==> src/ppg_beat_detector_core_defines.svh <==
// assertion macros for the ppg beat detector
`ifndef PPG_BEAT_DETECTOR_CORE_DEFINES_SVH
`define PPG_BEAT_DETECTOR_CORE_DEFINES_SVH

// same-cycle implication under reset
`define PBD_ASSERT_IMPL(label, clk, rst_n, ante, cons) \
    label: assert property (@(posedge clk) disable iff (!rst_n) (ante) |-> (cons)) \
        else $error("pbd assertion failed");

// next-cycle implication under reset
`define PBD_ASSERT_NEXT(label, clk, rst_n, ante, cons) \
    label: assert property (@(posedge clk) disable iff (!rst_n) (ante) |=> (cons)) \
        else $error("pbd assertion failed");

`endif

==> src/pbd_pkg.sv <==
// shared types, constants and coefficient table of the ppg beat detector
package pbd_pkg;

    localparam int FIR_TAPS   = 12;
    localparam int HIST_DEPTH = FIR_TAPS - 1;
    localparam int TAP_IDX_W  = 4;
    localparam int COEF_W     = 13;
    localparam int PROD_W     = 16 + COEF_W + 1;
    localparam int FIR_SUM_W  = 31;
    localparam int FIR_SHIFT  = 15;
    localparam int DC_SHIFT   = 4;
    localparam int DC_FRAC    = 15;
    localparam int CFG_IDX_W  = 2;
    localparam int CFG_DATA_W = 24;

    localparam logic [CFG_IDX_W-1:0] CFG_PRESENCE_THRESHOLD = 2'd0;
    localparam logic [CFG_IDX_W-1:0] CFG_MIN_SWING          = 2'd1;
    localparam logic [CFG_IDX_W-1:0] CFG_MAX_SWING          = 2'd2;

    localparam logic [23:0] PRESENCE_THRESHOLD_RST = 24'd1000000;
    localparam logic [15:0] MIN_SWING_RST          = 16'd20;
    localparam logic [15:0] MAX_SWING_RST          = 16'd1000;

    typedef logic [23:0]        sample_t;
    typedef logic signed [15:0] ac_t;

    typedef struct packed {
        logic [23:0] presence_threshold;
        logic [15:0] min_swing;
        logic [15:0] max_swing;
    } cfg_t;

    function automatic logic [COEF_W-1:0] fir_coef(input logic [TAP_IDX_W-1:0] idx);
        logic [COEF_W-1:0] c;
        case (idx)
            4'd0:    c = 13'd172;
            4'd1:    c = 13'd321;
            4'd2:    c = 13'd579;
            4'd3:    c = 13'd927;
            4'd4:    c = 13'd1360;
            4'd5:    c = 13'd1858;
            4'd6:    c = 13'd2390;
            4'd7:    c = 13'd2916;
            4'd8:    c = 13'd3391;
            4'd9:    c = 13'd3768;
            4'd10:   c = 13'd4012;
            4'd11:   c = 13'd4096;
            default: c = '0;
        endcase
        return c;
    endfunction

endpackage

==> src/pbd_ifs.sv <==
// valid/ready channel interfaces of the ppg beat detector
interface pbd_sample_if;
    logic              valid;
    logic              ready;
    pbd_pkg::sample_t  ir_sample;

    modport source (output valid, output ir_sample, input ready);
    modport sink   (input valid, input ir_sample, output ready);
endinterface

interface pbd_result_if;
    logic          valid;
    logic          ready;
    logic          beat;
    logic          finger_present;
    pbd_pkg::ac_t  ac_value;

    modport source (output valid, output beat, output finger_present, output ac_value,
                    input ready);
    modport sink   (input valid, input beat, input finger_present, input ac_value,
                    output ready);
endinterface

interface pbd_cfg_if;
    logic                                valid;
    logic                                ready;
    logic [pbd_pkg::CFG_IDX_W-1:0]       index;
    logic [pbd_pkg::CFG_DATA_W-1:0]      data;

    modport source (output valid, output index, output data, input ready);
    modport sink   (input valid, input index, input data, output ready);
endinterface

==> src/pbd_fir.sv <==
// sample history and 12-tap low-pass fir
module pbd_fir (
    input  logic                clk,
    input  logic                rst_n,
    input  logic                en,
    input  logic signed [15:0]  sample,
    output logic signed [15:0]  filt
);

    logic signed [15:0]                   hist_reg [pbd_pkg::HIST_DEPTH];
    logic signed [15:0]                   window   [pbd_pkg::FIR_TAPS];
    logic signed [pbd_pkg::PROD_W-1:0]    prod     [pbd_pkg::FIR_TAPS];
    logic signed [pbd_pkg::FIR_SUM_W-1:0] sum;

    always_ff @(posedge clk or negedge rst_n)
    begin
        if (!rst_n)
        begin
            for (int i = 0; i < pbd_pkg::HIST_DEPTH; i++)
            begin
                hist_reg[i] <= '0;
            end
        end
        else if (en)
        begin
            hist_reg[0] <= sample;
            for (int i = 1; i < pbd_pkg::HIST_DEPTH; i++)
            begin
                hist_reg[i] <= hist_reg[i-1];
            end
        end
    end

    // window holds the new sample at tap 0
    always_comb
    begin
        window[0] = sample;
        for (int i = 1; i < pbd_pkg::FIR_TAPS; i++)
        begin
            window[i] = hist_reg[i-1];
        end
    end

    always_comb
    begin
        for (int i = 0; i < pbd_pkg::FIR_TAPS; i++)
        begin
            prod[i] = window[i] *
                      $signed({1'b0, pbd_pkg::fir_coef(pbd_pkg::TAP_IDX_W'(i))});
        end
    end

    always_comb
    begin
        sum = '0;
        for (int i = 0; i < pbd_pkg::FIR_TAPS; i++)
        begin
            sum = sum + {{(pbd_pkg::FIR_SUM_W-pbd_pkg::PROD_W){prod[i][pbd_pkg::PROD_W-1]}},
                         prod[i]};
        end
    end

    // arithmetic shift then wrap to 16 bits
    assign filt = sum[pbd_pkg::FIR_SHIFT+15:pbd_pkg::FIR_SHIFT];

endmodule

==> src/pbd_detect.sv <==
// dc removal, peak and trough tracking and beat decision
`include "ppg_beat_detector_core_defines.svh"

module pbd_detect (
    input  logic                clk,
    input  logic                rst_n,
    input  logic                en,
    input  logic signed [15:0]  filt,
    input  pbd_pkg::cfg_t       limits,
    output logic                beat,
    output pbd_pkg::ac_t        ac_value
);

    logic [31:0]         dc_acc_reg;
    logic [31:0]         dc_acc_next;
    logic signed [33:0]  dc_diff;
    logic signed [33:0]  dc_step;
    logic signed [15:0]  dc_est;
    logic signed [15:0]  cur;
    logic signed [15:0]  prev_reg;
    logic signed [15:0]  peak_reg;
    logic signed [15:0]  peak_next;
    logic signed [15:0]  peak_base;
    logic signed [15:0]  trough_reg;
    logic signed [15:0]  trough_next;
    logic signed [15:0]  trough_base;
    logic                rising_reg;
    logic                rising_next;
    logic                falling_reg;
    logic                falling_next;
    logic                rise;
    logic                fall;
    logic signed [16:0]  swing;

    // filter output taken as unsigned for the baseline average
    assign dc_diff     = $signed({3'b000, filt, 15'b0}) - $signed({{2{dc_acc_reg[31]}}, dc_acc_reg});
    assign dc_step     = dc_diff >>> pbd_pkg::DC_SHIFT;
    assign dc_acc_next = dc_acc_reg + dc_step[31:0];
    assign dc_est      = dc_acc_next[pbd_pkg::DC_FRAC+15:pbd_pkg::DC_FRAC];
    assign cur         = filt - dc_est;

    assign rise = prev_reg[15] && !cur[15];
    assign fall = !prev_reg[15] && (prev_reg != '0) && (cur[15] || (cur == '0));

    assign swing = {peak_reg[15], peak_reg} - {trough_reg[15], trough_reg};
    assign beat  = rise &&
                   ($signed({swing[16], swing}) > $signed({2'b00, limits.min_swing})) &&
                   ($signed({swing[16], swing}) < $signed({2'b00, limits.max_swing}));

    always_comb
    begin
        rising_next  = rise ? 1'b1 : (fall ? 1'b0 : rising_reg);
        falling_next = fall ? 1'b1 : (rise ? 1'b0 : falling_reg);
        peak_base    = rise ? '0 : peak_reg;
        trough_base  = fall ? '0 : trough_reg;
        peak_next    = (rising_next && (cur > peak_base)) ? cur : peak_base;
        trough_next  = (falling_next && (cur < trough_base)) ? cur : trough_base;
    end

    always_ff @(posedge clk or negedge rst_n)
    begin
        if (!rst_n)
        begin
            dc_acc_reg  <= '0;
            prev_reg    <= '0;
            peak_reg    <= '0;
            trough_reg  <= '0;
            rising_reg  <= 1'b0;
            falling_reg <= 1'b0;
        end
        else if (en)
        begin
            dc_acc_reg  <= dc_acc_next;
            prev_reg    <= cur;
            peak_reg    <= peak_next;
            trough_reg  <= trough_next;
            rising_reg  <= rising_next;
            falling_reg <= falling_next;
        end
    end

    assign ac_value = cur;

    `PBD_ASSERT_IMPL(a_phase_excl, clk, rst_n, 1'b1, !(rising_reg && falling_reg))
    `PBD_ASSERT_IMPL(a_peak_nonneg, clk, rst_n, 1'b1, !peak_reg[15])
    `PBD_ASSERT_IMPL(a_trough_nonpos, clk, rst_n, 1'b1, trough_reg[15] || (trough_reg == '0))
    `PBD_ASSERT_IMPL(a_beat_limits, clk, rst_n, en && beat, limits.min_swing < limits.max_swing)

endmodule

==> src/ppg_beat_detector_core.sv <==
// top level of the ppg beat detector: config registers, stage and result registers
// usage
//   samples: one raw 24-bit infrared sample per transaction (valid/ready)
//   results: one transaction per sample with beat, finger_present and ac_value
//   cfg: register writes, index 0 presence threshold, 1 min swing, 2 max swing;
//     always ready, writes to other indexes are dropped
// timing
//   a taken sample lands in the stage register; its result moves to the result
//   register once that is free and is then valid
//   one sample per cycle while results.ready holds: the fir, dc average and
//   swing compare run in one pass from the stage register to the result register
//   a sample below the presence threshold gives an all-zero result and leaves
//   the filter and tracking state untouched
// reset
//   clears the sample history, dc average and peak tracking at once and loads
//   the register defaults; no clearing pass, samples accepted right after
// stall
//   a held result keeps its value; one more sample waits in the stage register,
//   then samples.ready drops until results.ready returns
`include "ppg_beat_detector_core_defines.svh"

module ppg_beat_detector_core (
    input  logic                 clk,
    input  logic                 rst_n,
    pbd_sample_if.sink           samples,
    pbd_result_if.source         results,
    pbd_cfg_if.sink              cfg
);

    pbd_pkg::cfg_t      cfg_reg;
    logic               s1_valid_reg;
    pbd_pkg::sample_t   s1_sample_reg;
    logic               out_valid_reg;
    logic               out_beat_reg;
    logic               out_present_reg;
    pbd_pkg::ac_t       out_ac_reg;
    logic               out_free;
    logic               advance;
    logic               present;
    logic               commit;
    logic signed [15:0] filt;
    logic               det_beat;
    pbd_pkg::ac_t       det_ac;

    assign cfg.ready = 1'b1;

    always_ff @(posedge clk or negedge rst_n)
    begin
        if (!rst_n)
        begin
            cfg_reg.presence_threshold <= pbd_pkg::PRESENCE_THRESHOLD_RST;
            cfg_reg.min_swing          <= pbd_pkg::MIN_SWING_RST;
            cfg_reg.max_swing          <= pbd_pkg::MAX_SWING_RST;
        end
        else if (cfg.valid && cfg.ready)
        begin
            case (cfg.index)
                pbd_pkg::CFG_PRESENCE_THRESHOLD: cfg_reg.presence_threshold <= cfg.data;
                pbd_pkg::CFG_MIN_SWING:          cfg_reg.min_swing <= cfg.data[15:0];
                pbd_pkg::CFG_MAX_SWING:          cfg_reg.max_swing <= cfg.data[15:0];
                default:                         ;
            endcase
        end
    end

    assign out_free      = !out_valid_reg || results.ready;
    assign advance       = s1_valid_reg && out_free;
    assign samples.ready = !s1_valid_reg || out_free;
    assign present       = s1_sample_reg >= cfg_reg.presence_threshold;
    assign commit        = advance && present;

    always_ff @(posedge clk or negedge rst_n)
    begin
        if (!rst_n)
        begin
            s1_valid_reg  <= 1'b0;
            out_valid_reg <= 1'b0;
        end
        else
        begin
            if (samples.ready)
            begin
                s1_valid_reg <= samples.valid;
            end
            if (out_free)
            begin
                out_valid_reg <= s1_valid_reg;
            end
        end
    end

    always_ff @(posedge clk)
    begin
        if (samples.valid && samples.ready)
        begin
            s1_sample_reg <= samples.ir_sample;
        end
        if (advance)
        begin
            out_beat_reg    <= present && det_beat;
            out_present_reg <= present;
            out_ac_reg      <= present ? det_ac : '0;
        end
    end

    pbd_fir u_fir (
        .clk    (clk),
        .rst_n  (rst_n),
        .en     (commit),
        .sample (s1_sample_reg[15:0]),
        .filt   (filt)
    );

    pbd_detect u_detect (
        .clk      (clk),
        .rst_n    (rst_n),
        .en       (commit),
        .filt     (filt),
        .limits   (cfg_reg),
        .beat     (det_beat),
        .ac_value (det_ac)
    );

    assign results.valid          = out_valid_reg;
    assign results.beat           = out_beat_reg;
    assign results.finger_present = out_present_reg;
    assign results.ac_value       = out_ac_reg;

    `PBD_ASSERT_IMPL(a_beat_present, clk, rst_n, out_valid_reg && out_beat_reg, out_present_reg)
    `PBD_ASSERT_IMPL(a_absent_zero, clk, rst_n, out_valid_reg && !out_present_reg,
                     (out_ac_reg == '0) && !out_beat_reg)
    `PBD_ASSERT_NEXT(a_stage_held, clk, rst_n, s1_valid_reg && !out_free,
                     s1_valid_reg && $stable(s1_sample_reg))

endmodule
==> src/flat_wrapper.sv <==
// flat-port wrapper written by rule: the top's interface ports become plain ports
module ppg_beat_detector_core_flat 
  (clk, rst_n, samples_valid, samples_ir_sample, samples_ready, results_valid, results_beat, results_finger_present, results_ac_value, results_ready, cfg_valid, cfg_index, cfg_data, cfg_ready);
  pbd_sample_if samples_i ();
  pbd_result_if results_i ();
  pbd_cfg_if cfg_i ();
  input  logic clk;
  input  logic rst_n;
  input wire logic [$bits(samples_i.valid)-1:0] samples_valid;
  input wire logic [$bits(samples_i.ir_sample)-1:0] samples_ir_sample;
  output wire logic [$bits(samples_i.ready)-1:0] samples_ready;
  output wire logic [$bits(results_i.valid)-1:0] results_valid;
  output wire logic [$bits(results_i.beat)-1:0] results_beat;
  output wire logic [$bits(results_i.finger_present)-1:0] results_finger_present;
  output wire logic [$bits(results_i.ac_value)-1:0] results_ac_value;
  input wire logic [$bits(results_i.ready)-1:0] results_ready;
  input wire logic [$bits(cfg_i.valid)-1:0] cfg_valid;
  input wire logic [$bits(cfg_i.index)-1:0] cfg_index;
  input wire logic [$bits(cfg_i.data)-1:0] cfg_data;
  output wire logic [$bits(cfg_i.ready)-1:0] cfg_ready;
  assign samples_i.valid = samples_valid;
  assign samples_i.ir_sample = samples_ir_sample;
  assign samples_ready = samples_i.ready;
  assign results_valid = results_i.valid;
  assign results_beat = results_i.beat;
  assign results_finger_present = results_i.finger_present;
  assign results_ac_value = results_i.ac_value;
  assign results_i.ready = results_ready;
  assign cfg_i.valid = cfg_valid;
  assign cfg_i.index = cfg_index;
  assign cfg_i.data = cfg_data;
  assign cfg_ready = cfg_i.ready;
  ppg_beat_detector_core u_core (.clk(clk), .rst_n(rst_n), .samples(samples_i), .results(results_i), .cfg(cfg_i));
endmodule
==> config.mk <==
export PLATFORM = sky130hd
export DESIGN_NAME = ppg_beat_detector_core_flat
export DESIGN_NICKNAME = d
export VERILOG_FILES = /design/src/pbd_pkg.sv /design/src/pbd_ifs.sv /design/src/pbd_fir.sv /design/src/pbd_detect.sv /design/src/ppg_beat_detector_core.sv /design/src/flat_wrapper.sv
export VERILOG_INCLUDE_DIRS = /design/src /design/src/src
export SDC_FILE = /design/constraint.sdc
export NUM_CORES = 2
export LEC_CHECK = 0
export BUFFER_PORTS_ARGS = -buffer_cell sky130_fd_sc_hd__buf_2
export CORE_UTILIZATION = 50
export DETAILED_ROUTE_END_ITERATION = 6
export PLACE_DENSITY = 0.75
export SYNTH_ARGS = -nofsm -noshare
export SYNTH_HDL_FRONTEND = slang
export SYNTH_SLANG_ARGS = --single-unit
==> constraint.sdc <==
create_clock -name clk -period 26.6 [get_ports clk]
set_input_delay 1.33 -clock clk [delete_from_list [all_inputs] [get_ports clk]]
set_output_delay 1.33 -clock clk [all_outputs]
set_load 0.01 [all_outputs]
==> summary.md <==
The number of setup buffers added after CTS is 0. Data arrives at the worst endpoint at 21.17 ns. The iteration-0 DRC count of the detailed router is 2937. Data on the critical path is required at its endpoint by 27.07 ns. On the critical path, the stage with the largest delay is an instance of o21ai_2. For the gate count of the mapped netlist, the log shows 6221. The average via count per standard cell works out to 5.32.

In this run the core area contains 127 standard-cell rows. Proportion of register bits with asynchronous set or reset after synthesis: 88.3%. In this run, synthesis produced a sequential element count of 358. Count of cells resized by post-cts repair: 0. The die is 349 um wide. The final cell count without fillers was 7948; the number of sinks on the clock net was 358. For the CTS buffer count, the log shows 48. The clock edge transition at the registers on the reported setup and hold paths was 0.06 ns; the effective utilization at floorplan was 50.4%. The flow ran to the end, and the final reports show no timing, DRC or antenna violations. The tools report the number of DRC violations after detailed routing as 0. The largest total area in the synthesized netlist belongs to fa_1. The number of flops mapped to enable cells by yosys came out at 42. Across all hold checks on the routed design, the worst slack comes to 0.486 ns. Via count of the first global-routing pass: 45300. The final weighted congestion in routability-driven placement came out at 0.943. CTS built an H-tree with a depth of 2. In the final routed layout, each cell accounts on average for 19.0 um. The average size of a mapped cell is 9.69 um2, and the share of the clock period used by the worst path is 77.8%.

The top flip-flop cell by instance count after synthesis is dfrtp_1. For this run, the post-layout net count is 8320. The tools report the global-route wire length before repair as 246000 um.

The number of hold buffers added after CTS was 0. The maximum count of clock buffers along a single path came out at 3. For this block, the via count after detailed routing is 42300. The number of cells on the worst reg-to-reg path came out at 79.

Startpoint type of the worst setup path: a flop. The synthesized netlist occupies a cell area of 0.0603 mm2. The cell sitting at the root of the clock tree is a clkbuf_16. The overall global routing resource usage is 25.9%, and the maximum number of pins on one net before global-route repair is 97.

The top cell types in the final layout, fill and taps aside, are 1648 x inv_1, 1030 x ha_1, 939 x fa_1. The run gives 0 as the number of antenna-violating nets in the routed design. TritonCTS built the clock tree. 76 I/O pins were placed. At the later pin of the worst-skew pair, clock insertion delay measures 0.66 ns. The biggest fanout along the worst timing path works out to 18. The cell that appears most often on the critical path is fa_1. The clock period could shrink to 20.70 ns. Setup violations remaining at the end of the flow were counted as 0. The slew at the pin with the worst max-slew slack was 1.01 ns.

After floorplanning, the core was sized to cover 0.120 mm2. On the worst path, the slowest cell contributes a delay of 0.80 ns. The proportion of layout cells with a drive suffix above 1 came out at 4.64%.

The number of port buffers is 74. In this run, placement finished with an instance count of 7858. The area growth from synthesis to layout is 6.68%.

The netlist uses 91 different library cells. The setup path with the least slack is of type reg -> reg. The number of hold violations in the final report came out at 0. Setup repair after global routing left no endpoint under its margin. The initial antenna violation count came out at 1.

The path category of the worst min-delay check is reg -> reg. For the final database, setup skew stands at 0.0335 ns. The run gives 5 as the number of detailed-routing iterations run before antenna repair. The synthesized net count is 8245, and the number of cells traversed by the worst hold path is 2. The Yosys step of the flow raised 0 warnings. Detailed placement finished with a half-perimeter wire length of 127000 um. For this block, the routed nets add up to 151000 um of wire. The maximum clock frequency came out at 48.3 MHz. Ranked by total cell area, the synthesized netlist is headed by fa_1 31%, ha_1 21%, dfrtp_1 12%.

For this run, the register share of the synthesized area comes to 15.2%. Leaving out fill and tap cells, the most frequent cell in the layout is inv_1. The worst setup path is captured at a flop.

Share of Yosys cell area claimed by the top area cell type: 31.2%. Across the run, the number of max-cap violations was 0. Global routing finished with a remaining overflow of 0. The run gives 0 ns as the aggregate negative setup slack.

The run gives 0.122 mm2 as the die area. The height of the die was 349 um. The register with the most flip-flops in the layout has 176 of them. The max-slew violation count is 0. The worst pin sits at a relative slew slack of 32.9%.
==> kinds of logic (layout without fill, tap and decap cells) <==
family / count (synthesis) / in the layout / synth area share (%)
simple gates: 1031 / 1031 / 7.86
xor+xnor: 293 / 293 / 4.28
compound gates: 795 / 795 / 8.38
buf+inv: 1727 / 1840 / 10.8
other cells: 1 / 3 / 0.00622
flops: 358 / 358 / 15.2
fa+ha+maj: 1969 / 1969 / 52.6
mux: 47 / 47 / 0.857
==> final timing paths <==
| kind | startpoint | end | slack [ns] |
|---|---|---|---|
| worst max-delay path | u_core.u_fir.hist_reg[48] | u_core.u_detect.trough_reg[2] | 5.90 |
| worst min-delay path | u_core.u_detect.prev_reg[0] | u_core.u_detect.prev_reg[0] | 0.49 |
| worst max register to register | u_core.u_fir.hist_reg[48] | u_core.u_detect.trough_reg[2] | 5.90 |
| worst min register to register | u_core.u_detect.prev_reg[0] | u_core.u_detect.prev_reg[0] | 0.49 |
| max in group asynchronous | rst_n | u_core.u_fir.hist_reg[29] | 23.66 |
| min in group asynchronous | rst_n | u_core.u_detect.dc_acc_reg[3] | 0.70 |
==> metrics by stage <==
step | utilization, % | area [um2] | setup slack, ns
2_1_floorplan | - | 60300 | 8.52
3_3_place_gp | 52.3 | 62600 | 6.60
3_5_place_dp | 52.3 | 62600 | 6.12
4_1_cts | 53.7 | 64300 | 6.06
5_1_grt | 53.7 | 64300 | 4.65
6_report | 53.7 | 64300 | 5.90
==> cell type report <==
type | count | area (um2)
repair buffers | 104 | 606
multi-input cells | 4136 | 44600
clock buffers | 62 | 1280
fillers | 10300 | 55400
diodes | 2 | 5.00
inverters | 1648 | 6190
well taps | 1612 | 2020
flip-flops and latches | 358 | 9190
clock inverters | 26 | 428
==> worst max-delay path: cells and delay by family, from the launching register on <==
kind	cells	cell delay [ns]
AO/OA/AOI/OAI	33	7.86
XOR/XNOR	5	1.02
adder cells (fa/ha/maj)	19	7.63
buffers and inverters	7	0.59
flip-flops	1	0.52
AND/OR/NAND/NOR	15	2.87
==> Yosys cell counts, types with 7 or more instances <==
master / instances
a21oi_1: 180
xnor2_1: 193
a21boi_0: 21
and2_1: 18
o22ai_2: 10
nor2_1: 183
o21ai_0: 280
a21o_1: 83
dfstp_2: 15
fa_1: 939
edfxtp_1: 42
nand3b_1: 9
o31ai_1: 7
nor3_1: 70
inv_1: 1648
a31oi_1: 16
or3_1: 11
xor2_1: 99
o211a_1: 8
o211ai_1: 7
ha_1: 1030
nor4_1: 17
o21bai_1: 21
clkbuf_1: 69
mux2i_1: 10
nor2b_1: 40
mux2_2: 37
o41ai_1: 7
dfrtp_1: 301
a22o_1: 15
o2111ai_1: 8
nand2_1: 486
a211oi_1: 14
nand2b_1: 53
and3_1: 21
or2_2: 20
o21a_1: 43
o22ai_1: 16
nand3_1: 45
nand4_1: 25
==> routing by layer <==
metal  wire (um)  share of wire (%)  track usage, %
met1       65600                 43            35.3
met2       69800                 46            42.0
met3        9270                6.1            3.33
met4        6580                4.3            10.1
met5           0                  0               0
Power is left out: the tool's default activity adds up to more than one toggle a clock period on the data nets, which glitch-free logic cannot reach.
